==> config.mk <==
export PLATFORM = sky130hd
export DESIGN_NAME = tcrd_engine
export DESIGN_NICKNAME = d
export VERILOG_FILES = /design/src/task_claim_retry_dispatcher_defines.svh /design/src/tcrd_pkg.sv /design/src/tcrd_engine.sv
export SDC_FILE = /design/constraint.sdc
export NUM_CORES = 1
export LEC_CHECK = 0
export ABC_AREA = 1
export BUFFER_PORTS_ARGS = -buffer_cell sky130_fd_sc_hd__buf_2
export CORE_MARGIN = 2
export CORE_UTILIZATION = 53
export CTS_CLUSTER_DIAMETER = 60
export CTS_CLUSTER_SIZE = 12
export DETAILED_ROUTE_END_ITERATION = 8
export PLACE_DENSITY = 0.82
export SETUP_SLACK_MARGIN = 0.15
export SLEW_MARGIN = 20
export SYNTH_ARGS = -nofsm -noshare
export SYNTH_HDL_FRONTEND = slang
export SYNTH_SLANG_ARGS = --single-unit
==> constraint.sdc <==
create_clock -name clk -period 4.4 [get_ports clk]
set_input_delay 0.22 -clock clk [delete_from_list [all_inputs] [get_ports clk]]
set_output_delay 0.22 -clock clk [all_outputs]
set_load 0.005 [all_outputs]
==> src/task_claim_retry_dispatcher_defines.svh <==
// Assertion macros used by the dispatcher top level.
`ifndef TASK_CLAIM_RETRY_DISPATCHER_DEFINES_SVH
`define TASK_CLAIM_RETRY_DISPATCHER_DEFINES_SVH

// Condition and consequence in the same cycle.
`define TCRD_ASSERT_SAME(label, cond, cons) \
	label: assert property (@(posedge clk) disable iff (!arst_n) (cond) |-> (cons)) \
		else $error("dispatcher assertion failed");

// Consequence in the cycle after the condition.
`define TCRD_ASSERT_NEXT(label, cond, cons) \
	label: assert property (@(posedge clk) disable iff (!arst_n) (cond) |=> (cons)) \
		else $error("dispatcher assertion failed");

`endif

==> src/tcrd_pkg.sv <==
// ----------------------------------------------------------------------------
// tcrd_pkg
// Types and constants of the task claim and retry dispatcher.
// ----------------------------------------------------------------------------
`default_nettype none
package tcrd_pkg;

	localparam int TABLE_DEPTH = 1024;
	localparam int MAX_BATCH   = 16;
	localparam int ADDR_W      = $clog2(TABLE_DEPTH);
	localparam int CNT_W       = 11;
	localparam int BATCH_W     = $clog2(MAX_BATCH + 1);
	localparam int RTOT_W      = 18;
	localparam int SRETRY_W    = 9;
	localparam int CFG_IDX_W   = 1;

	typedef enum logic [1:0] {
		SLOT_PENDING = 2'd0,
		SLOT_CLAIMED = 2'd1,
		SLOT_DONE    = 2'd2,
		SLOT_FAILED  = 2'd3
	} slot_state_t;

	typedef enum logic [1:0] {
		REQ_CLAIM = 2'd0,
		REQ_DONE  = 2'd1,
		REQ_ERROR = 2'd2,
		REQ_RESET = 2'd3
	} req_t;

	typedef enum logic [1:0] {
		STAT_OK     = 2'd0,
		STAT_NONE   = 2'd1,
		STAT_BAD    = 2'd2,
		STAT_FAILED = 2'd3
	} status_t;

	typedef enum logic [CFG_IDX_W-1:0] {
		CFG_TASK_COUNT  = 1'd0,
		CFG_RETRY_LIMIT = 1'd1
	} cfg_idx_t;

	typedef enum logic [3:0] {
		S_CLEAR,
		S_IDLE,
		S_CL_NEXT,
		S_CL_CHK,
		S_MK_CHK,
		S_RS_RD,
		S_RS_CHK,
		S_EMIT
	} fsm_t;

	typedef struct packed {
		slot_state_t         state;
		logic [SRETRY_W-1:0] retries;
		logic [7:0]          owner;
	} slot_t;

	typedef struct packed {
		logic              we;
		logic [ADDR_W-1:0] waddr;
		slot_t             wdata;
		logic [ADDR_W-1:0] raddr;
	} mem_req_t;

	typedef struct packed {
		status_t           status;
		logic [CNT_W-1:0]  claimed_id;
		logic [CNT_W-1:0]  reset_number;
		logic [CNT_W-1:0]  done_total;
		logic [CNT_W-1:0]  failed_total;
		logic [RTOT_W-1:0] retries_scheduled;
		logic              last;
	} res_t;

endpackage
`default_nettype wire

==> src/tcrd_engine.sv <==
// ----------------------------------------------------------------------------
// tcrd_engine
// Request sequencer: read-modify-write of the slot table, counters and cursor.
// ----------------------------------------------------------------------------
`default_nettype none
module tcrd_engine import tcrd_pkg::*; (
	input  wire logic                 clk,
	input  wire logic                 arst_n,
	input  wire logic                 in_valid,
	output logic                      in_stall,
	input  wire logic [1:0]           req_type,
	input  wire logic [7:0]           worker_num,
	input  wire logic [CNT_W-1:0]     task_id,
	input  wire logic [4:0]           claim_count,
	input  wire logic                 cfg_we,
	input  wire logic [CFG_IDX_W-1:0] cfg_index,
	input  wire logic [CNT_W-1:0]     cfg_data,
	output mem_req_t                  mem_req,
	input  wire slot_t                mem_rdata,
	output logic                      res_valid,
	input  wire logic                 res_ready,
	output res_t                      res
);

	fsm_t                state_q, state_d, ret_q, ret_d;
	logic [CNT_W-1:0]    cursor_q, cursor_d, sweep_q, sweep_d, held_q, held_d;
	logic [CNT_W-1:0]    tc_q, tc_d, n_q, n_d, num_q, num_d, id_q, id_d;
	logic [CNT_W-1:0]    done_q, done_d, failed_q, failed_d;
	logic [RTOT_W-1:0]   retry_q, retry_d;
	logic [7:0]          limit_q, limit_d, worker_q, worker_d;
	logic [BATCH_W-1:0]  m_q, m_d, want_q, want_d;
	logic                have_q, have_d, last_q, last_d;
	req_t                req_q, req_d;
	status_t             stat_q, stat_d;
	logic [ADDR_W-1:0]   addr_q, addr_d;
	logic [CNT_W-1:0]    tid_m1, addr_p1;
	logic [CNT_W:0]      fin_sum;
	logic [SRETRY_W-1:0] rc;
	logic [BATCH_W-1:0]  want_c;

	assign tid_m1  = task_id - CNT_W'(1);
	assign addr_p1 = CNT_W'(addr_q) + CNT_W'(1);
	assign fin_sum = {1'b0, done_q} + {1'b0, failed_q};
	assign rc      = (mem_rdata.retries == '1) ? mem_rdata.retries
		: mem_rdata.retries + SRETRY_W'(1);

	always_comb begin
		want_c = (claim_count > 5'(MAX_BATCH)) ? BATCH_W'(MAX_BATCH) : BATCH_W'(claim_count);
		if (CNT_W'(want_c) > tc_q) begin
			want_c = BATCH_W'(tc_q);
		end
	end

	always_comb begin
		state_d  = state_q;
		ret_d    = ret_q;
		cursor_d = cursor_q;
		sweep_d  = sweep_q;
		held_d   = held_q;
		tc_d     = tc_q;
		n_d      = n_q;
		num_d    = num_q;
		id_d     = id_q;
		done_d   = done_q;
		failed_d = failed_q;
		retry_d  = retry_q;
		limit_d  = limit_q;
		worker_d = worker_q;
		m_d      = m_q;
		want_d   = want_q;
		have_d   = have_q;
		last_d   = last_q;
		req_d    = req_q;
		stat_d   = stat_q;
		addr_d   = addr_q;
		mem_req.we    = 1'b0;
		mem_req.waddr = addr_q;
		mem_req.wdata = '0;
		mem_req.raddr = addr_q;
		in_stall  = (state_q != S_IDLE);
		res_valid = (state_q == S_EMIT);

		case (state_q)
			S_CLEAR: begin
				mem_req.we = 1'b1;
				if (addr_q == ADDR_W'(TABLE_DEPTH - 1)) begin
					state_d = S_IDLE;
				end else begin
					addr_d = addr_q + ADDR_W'(1);
				end
			end
			S_IDLE: begin
				if (in_valid) begin
					req_d    = req_t'(req_type);
					worker_d = worker_num;
					stat_d   = STAT_BAD;
					id_d     = '0;
					num_d    = '0;
					last_d   = 1'b1;
					ret_d    = S_IDLE;
					state_d  = S_EMIT;
					case (req_t'(req_type))
						REQ_CLAIM: begin
							if (worker_num != 8'd0 && claim_count != 5'd0) begin
								want_d  = want_c;
								m_d     = '0;
								have_d  = 1'b0;
								sweep_d = '0;
								state_d = S_CL_NEXT;
							end
						end
						REQ_RESET: begin
							if (worker_num != 8'd0) begin
								addr_d  = '0;
								n_d     = '0;
								state_d = S_RS_RD;
							end
						end
						default: begin
							if (task_id != '0 && task_id <= tc_q) begin
								mem_req.raddr = tid_m1[ADDR_W-1:0];
								addr_d        = tid_m1[ADDR_W-1:0];
								state_d       = S_MK_CHK;
							end
						end
					endcase
				end
			end
			S_CL_NEXT: begin
				if (CNT_W'(m_q) != CNT_W'(want_q) && cursor_q < tc_q) begin
					mem_req.raddr = cursor_q[ADDR_W-1:0];
					addr_d        = cursor_q[ADDR_W-1:0];
					cursor_d      = cursor_q + CNT_W'(1);
					state_d       = S_CL_CHK;
				end else if (m_q != want_q && fin_sum < {1'b0, tc_q}
						&& sweep_q < tc_q) begin
					mem_req.raddr = sweep_q[ADDR_W-1:0];
					addr_d        = sweep_q[ADDR_W-1:0];
					sweep_d       = sweep_q + CNT_W'(1);
					state_d       = S_CL_CHK;
				end else begin
					// Request finished: release the held id, if any, as the final word.
					stat_d  = have_q ? STAT_OK : STAT_NONE;
					id_d    = have_q ? held_q : '0;
					num_d   = '0;
					last_d  = 1'b1;
					ret_d   = S_IDLE;
					state_d = S_EMIT;
				end
			end
			S_CL_CHK: begin
				state_d = S_CL_NEXT;
				if (mem_rdata.state == SLOT_PENDING) begin
					mem_req.we    = 1'b1;
					mem_req.wdata = '{state: SLOT_CLAIMED, retries: mem_rdata.retries,
						owner: worker_q};
					m_d    = m_q + BATCH_W'(1);
					held_d = addr_p1;
					have_d = 1'b1;
					// The previous id is only sent once it is known not to be the last.
					if (have_q) begin
						stat_d  = STAT_OK;
						id_d    = held_q;
						num_d   = '0;
						last_d  = 1'b0;
						ret_d   = S_CL_NEXT;
						state_d = S_EMIT;
					end
				end
			end
			S_MK_CHK: begin
				mem_req.we = 1'b1;
				id_d    = '0;
				num_d   = '0;
				last_d  = 1'b1;
				ret_d   = S_IDLE;
				state_d = S_EMIT;
				if (req_q == REQ_DONE) begin
					mem_req.wdata = '{state: SLOT_DONE, retries: mem_rdata.retries,
						owner: 8'd0};
					if (done_q != '1) begin
						done_d = done_q + CNT_W'(1);
					end
					stat_d = STAT_OK;
				end else if (rc > SRETRY_W'(limit_q)) begin
					mem_req.wdata = '{state: SLOT_FAILED, retries: rc, owner: 8'd0};
					if (failed_q != '1) begin
						failed_d = failed_q + CNT_W'(1);
					end
					stat_d = STAT_FAILED;
				end else begin
					mem_req.wdata = '{state: SLOT_PENDING, retries: rc, owner: 8'd0};
					if (retry_q != '1) begin
						retry_d = retry_q + RTOT_W'(1);
					end
					stat_d = STAT_OK;
				end
			end
			S_RS_RD: begin
				state_d = S_RS_CHK;
			end
			S_RS_CHK: begin
				if (mem_rdata.state == SLOT_CLAIMED && mem_rdata.owner == worker_q) begin
					mem_req.we    = 1'b1;
					mem_req.wdata = '{state: SLOT_PENDING, retries: mem_rdata.retries,
						owner: 8'd0};
					n_d = n_q + CNT_W'(1);
				end
				if (addr_p1 == tc_q) begin
					stat_d  = STAT_OK;
					id_d    = '0;
					num_d   = n_d;
					last_d  = 1'b1;
					ret_d   = S_IDLE;
					state_d = S_EMIT;
				end else begin
					addr_d  = addr_q + ADDR_W'(1);
					state_d = S_RS_RD;
				end
			end
			S_EMIT: begin
				if (res_ready) begin
					state_d = ret_q;
				end
			end
			default: begin
				state_d = S_IDLE;
			end
		endcase

		if (cfg_we) begin
			case (cfg_idx_t'(cfg_index))
				CFG_TASK_COUNT: begin
					if (cfg_data == '0) begin
						tc_d = CNT_W'(1);
					end else if (cfg_data > CNT_W'(TABLE_DEPTH)) begin
						tc_d = CNT_W'(TABLE_DEPTH);
					end else begin
						tc_d = cfg_data;
					end
					cursor_d = '0;
					done_d   = '0;
					failed_d = '0;
					retry_d  = '0;
					addr_d   = '0;
					state_d  = S_CLEAR;
				end
				CFG_RETRY_LIMIT: begin
					limit_d = cfg_data[7:0];
				end
				default: begin
					limit_d = limit_q;
				end
			endcase
		end
	end

	always_ff @(posedge clk or negedge arst_n) begin
		if (!arst_n) begin
			state_q  <= S_CLEAR;
			ret_q    <= S_IDLE;
			addr_q   <= '0;
			cursor_q <= '0;
			done_q   <= '0;
			failed_q <= '0;
			retry_q  <= '0;
			tc_q     <= CNT_W'(1);
			limit_q  <= '0;
		end else begin
			state_q  <= state_d;
			ret_q    <= ret_d;
			addr_q   <= addr_d;
			cursor_q <= cursor_d;
			done_q   <= done_d;
			failed_q <= failed_d;
			retry_q  <= retry_d;
			tc_q     <= tc_d;
			limit_q  <= limit_d;
		end
	end

	always_ff @(posedge clk) begin
		sweep_q  <= sweep_d;
		held_q   <= held_d;
		n_q      <= n_d;
		num_q    <= num_d;
		id_q     <= id_d;
		worker_q <= worker_d;
		m_q      <= m_d;
		want_q   <= want_d;
		have_q   <= have_d;
		last_q   <= last_d;
		req_q    <= req_d;
		stat_q   <= stat_d;
	end

	assign res = '{status: stat_q, claimed_id: id_q, reset_number: num_q,
		done_total: done_q, failed_total: failed_q, retries_scheduled: retry_q,
		last: last_q};

endmodule
`default_nettype wire

# Word level (Yosys, flattened, before mapping)
# Cells that the tools add are included.
[classes]
magnitude_cmp = 8
n_mux = 122
reduce_logical = 28
bitwise = 1
add_sub_neg = 12
n_eq_ne = 30
[op_table]
columns = ["cell", "n"]
rows = [
  ["2-to-1 mux 11 bit", 38],
  ["2-to-1 mux 18 bit", 7],
  ["2-to-1 mux 10 bit", 11],
  ["case mux 11 bit (5 select lines)", 2],
  ["case mux 19 bit (3 select lines)", 1],
  ["adder 11 x 1 -> 11 bit, second input constant", 5],
  ["2-to-1 mux 4 bit", 11],
  ["case mux 11 bit (2 select lines)", 2],
  ["case mux 10 bit (2 select lines)", 2],
  ["case mux 10 bit (4 select lines)", 1],
  ["2-to-1 mux 19 bit", 2],
  ["case mux 4 bit (8 select lines)", 1],
  ["2-to-1 mux 5 bit", 6],
  ["< comparator 11 bit", 2],
  ["2-to-1 mux 2 bit", 11],
  ["inequality test 11 bit, second input constant", 2],
  ["case mux 4 bit (5 select lines)", 1],
  ["adder 18 x 1 -> 18 bit, second input constant", 1],
  ["inequality test 18 bit, second input constant", 1],
  ["inequality test 2 bit, second input constant", 9],
  ["2-to-1 mux 17 bit", 1],
  ["== test 4 x 3 -> 1 bit, second input constant", 4],
  ["2-to-1 mux 3 bit", 5],
  ["2-to-1 mux 1 bit", 13],
  ["other kinds (45)", 62],
]
[totals]
ff_bits = 167
in_bits = 62
elab_cells = 222
output_inout_bits = 107

# Longest topological paths before layout
[logic_depth]
ltp_word = 9
mapped_depth = 24
mapped_depth_nobuf = 23

# Least setup slack after synthesis
# OpenSTA, ideal clock, no wires.
[synth_path]
kind = "flip-flop to flip-flop"
from = "register done_q[0]"
to = "register sweep_q[0], enable pin"
arrival_time_ps = 3687
path_stages_with_launch = 20
path_buffers = 0
required_ps = 4007
path_slack_ps = 320
cell_sequence = "dfrtp_1 ha_1 fa_1 nand3_1 nand3_1 nand2_1 o211ai_1 a21o_1 a21oi_1 xnor2_1 ha_1 nor2_1 nand2_1 a211oi_1 nand3_1 nor2_1 nand3_1 nor2_1 a21oi_1 nor3_1"
[synth_between]
elab_chain_cells = 6
[synth_rtl]
columns = ["item", "line_no", "source"]
rows = [
  ["start: declaration", "tcrd_engine.sv:28", "logic [CNT_W-1:0] done_q, done_d, failed_q, failed_d;"],
  ["start signal: assignment", "tcrd_engine.sv:274", "done_q <= done_d;"],
  ["adder 11 x 11 -> 12 bit", "tcrd_engine.sv:43", "assign fin_sum = {1'b0, done_q} + {1'b0, failed_q};"],
  ["< comparator 12 x 11 -> 1 bit", "tcrd_engine.sv:135", "end else if (m_q != want_q && fin_sum < {1'b0, tc_q}"],
  ["logical AND 1 bit", "tcrd_engine.sv:135", ""],
  ["logical AND 1 bit", "tcrd_engine.sv:136", "&& sweep_q < tc_q) begin"],
  ["inequality test 2 bit (no line)", "--", ""],
  ["AND reduction 6 bit (no line)", "--", ""],
  ["end signal: assignment", "tcrd_engine.sv:283", "sweep_q <= sweep_d;"],
  ["end: declaration", "tcrd_engine.sv:26", "logic [CNT_W-1:0] cursor_q, cursor_d, sweep_q, sweep_d, held_q, held_d;"],
]
# No other way between the ends.
# A chain may end at the register's enable or synchronous reset.

==> flow_metrics.py <==
metrics = {
    "worst_setup_path": {
        "cp_max_fo": 10,
        "arrival_ps": 3840,
        "crit_path_end_kind": "output pin",
        "critical_path_depth": 20,
        "criticalPathCategory": "flop to output pin",
        "start_kind": "flop",
        "cp_slowest_cell": "dfrtp_1",
        "reg2reg_depth": 21,
        "max_stage_delay_ps": 450,
        "crit_buf_inv": 2,
        "critPathTopFamily": "simple AND/OR/NAND/NOR gates",
        "required_ps": 4180,
        "critical_path.cell_chain": "ha_4, fa_2, nand3_2, nand3_2, nand2_1, o211ai_1, a21o_1, a21oi_2, xnor2_1, ha_1, nor2_1, nand2_1, a211oi_2, nand3_1, nor2_2, buf_4, nand4_1, nand3_1, nand4_1, buf_2",
    },
    "timing": {
        "tns_ps": 0,
        "post-route-period-util_pct": 92.4,
        "period_minus_slack_ps": 4060,
        "holdWs_ps": 18.5,
        "tightest_slew_ps": 1010,
        "max_freq_mhz": 246,
        "maxSlewHeadroom_pct": 32.1,
        "rsz0062_at_grt": "false",
        "skew_ps": 11.9,
        "hold_viol_final": 0,
        "slew_violations": 0,
        "setup_violations": 0,
    },
    "pwr": {
        "ir_drop_uv": 248,
        "p_per_area_nw_per_um2": 304,
        "power_leakage_nw": 6.87,
    },
    "placement": {
        "routabilityCongestion": 1.01,
        "dp_cells": 2024,
        "io_buffer_count": 168,
        "dp_hpwl_um": 27500,
        "place_area_um2": 13000,
    },
    "route": {
        "drt.antenna.violating_nets": 0,
        "drt_wl_total_um": 36400,
        "vias_per_cell": 5.80,
        "remaining_drc_errors": 0,
        "routedWlPerCell_um": 17.5,
        "drt-initial-drc-count": 1069,
        "drt_pass1_iterations": 6,
        "vias": 12100,
    },
    "synthesis": {
        "synth_edf_count": 79,
        "synthTopCellsByArea": "edfxtp_1 (20%), dfrtp_1 (18%), nand2_1 (11%)",
        "synth_top_area_share_pct": 20.0,
        "syn_nets": 1739,
        "netlist_instances": 1599,
        "synth_largest_area_cell": "edfxtp_1",
        "synth_area_um2": 11800,
        "yosysWarningCount": 0,
        "ys_dominant_reg_cell": "dfrtp_1",
        "ys_seq_area_share_pct": 38.2,
        "yosys_register_bits": 165,
        "postSynth.asyncResetShare_pct": 52.1,
        "ys_types": 54,
        "syn_area_per_cell_um2": 7.41,
    },
    "layout": {
        "final_cell_mix": "nand2_1 (332), inv_1 (231), nor2_1 (195)",
        "postLayoutCellArea_um2": 13800,
        "fin_cells": 2076,
        "multi_input_area_um2": 6300,
        "n_antenna_cell": 0,
        "areaGrowthSynthToFinish_pct": 16.7,
        "ff_latch_area_um2": 4530,
        "drive_gt1_share_pct": 15.2,
        "final_common_cell": "nand2_1",
        "fillCellCount": 1891,
        "fin_nets": 1923,
    },
    "floorplanning": {
        "die_y_um": 154,
        "ios": 169,
        "initial_core_util_pct": 54.1,
        "dieArea_um2": 23600,
        "rows": 54,
        "core_area_um2": 21900,
        "die_w_um": 154,
    },
    "global_routing": {
        "track_usage_pct": 30.4,
        "grt_pass1_vias": 11300,
        "grt_pass1_wl_um": 57600,
        "antenna_found_initial": 1,
        "grt_remaining_overflow": 0,
        "grt_max_degree": 46,
    },
    "clock_network": {
        "cts_tree": "yes",
        "cts.sinks": 165,
        "cts-root-buf": "clkbuf_16",
        "cts_htree_levels": 4,
        "clk_latency_ps": 440,
        "numCtsBuffers": 17,
        "cts.reportedPaths.clkPinSlew_ps": 70,
        "clk_path_buf_depth": 2,
    },
    "outcome": {
        "status": "completed",
    },
    "job": {
        "drv_cap": 0,
    },
    "min_path": {
        "min_path_cells": 2,
        "hp-class": "input pin to flop",
    },
}
state kept, by name, indices dropped and copies added, names as in the netlist, 10 cells and up:
name	cells
id_q	11
failed_q	11
addr_q	10
sweep_q	11
cursor_q	11
num_q	11
retry_q	18
done_q	11
n_q	11
tc_q	11
held_q	11
cells in the mapped netlist (all sizes together) (3+ instances only):
cell	count
a211oi	4
a21o	3
a21oi	97
a22oi	5
a31oi	10
buf	19
clkbuf	17
dfrtp	84
edfxtp	79
ha	77
inv	239
nand2	338
nand3	110
nand4	47
nor2	207
nor3	41
nor4	11
o211ai	8
o21a	5
o21ai	105
o21bai	3
o22ai	10
or2	7
xnor2	9
xor2	42
worst register-to-register path: stages (launching register included):
cell and delay [ps]:
dfrtp_1 450, ha_4 200, fa_2 370, nand3_2 90
nand3_2 90, nand2_1 80, o211ai_1 100, a21o_1 220
a21oi_2 140, xnor2_1 80, ha_1 180, nor2_1 90
nand2_1 60, a211oi_2 140, nand3_1 120, nor2_2 160
nand3_2 160, buf_4 200, nor2_1 290, a21oi_1 70
nor3_1 170, buf_4 240
path summary, 6_finish.rpt:
check                                  from           to  slack, ps
worst max-delay path            failed_q[0]   mem_req[1]        340
worst min-delay path                 cfg_we  retry_q[13]         20
worst max register to register  failed_q[0]   sweep_q[9]        390
worst min register to register   limit_q[3]   limit_q[3]        490
max in group asynchronous            arst_n      tc_q[3]       3050
min in group asynchronous            arst_n    addr_q[3]        330
routing by layer:
| layer | global-route usage [%] | routed length [um] |
|---|---|---|
| met5 | 0 | 0 |
| met4 | 15.5 | 1670 |
| met2 | 49.6 | 17000 |
| met3 | 5.61 | 3510 |
| met1 | 38.7 | 14300 |
stage by stage:
step	worst slack, ps	power (mW)	util (%)
after detailed placement	468	2.58	59.3
after floorplan	320	2.28	-
after global placement	512	2.55	59.3
after CTS	165	4.18	62.6
final	335	4.20	63.2
after global routing	107	4.38	63.2
kinds of logic after synthesis:
| logic type | share of synthesized area, % |
|---|---|
| buffers and inverters | 9.04 |
| AOI/OAI and AO/OA | 11.9 |
| other | 0.0316 |
| DFF | 38.2 |
| xor gates and xnor gates | 3.77 |
| muxes | 0.0950 |
| adders and majority gates | 8.30 |
| and+or+nand+nor | 28.6 |
power breakdown:
group / internal [mW] / switching [mW]
Sequential: 1.69 / 0.0794
Clock: 0.910 / 0.698
Combinational: 0.284 / 0.539
final cells by class:
cell class | count | area share [%]
clock buffer | 17 | 3.08
clock inverter | 15 | 1.42
inverter | 240 | 6.51
multi-input combinational | 1158 | 45.6
sequential | 165 | 32.7
tap | 280 | 2.53
timing repair buffer | 201 | 8.12
repair_timing:
| item | CTS | global route |
|---|---|---|
| hold buffers | 11 | 0 |
| setup buffers | 0 | 8 |
| endpoints found under the setup margin | 0 | 21 |
| gates resized for setup | 0 | 14 |
| endpoints found under the hold margin | 50 | 0 |
No activity file was read; power rests on OpenSTA's default activity.
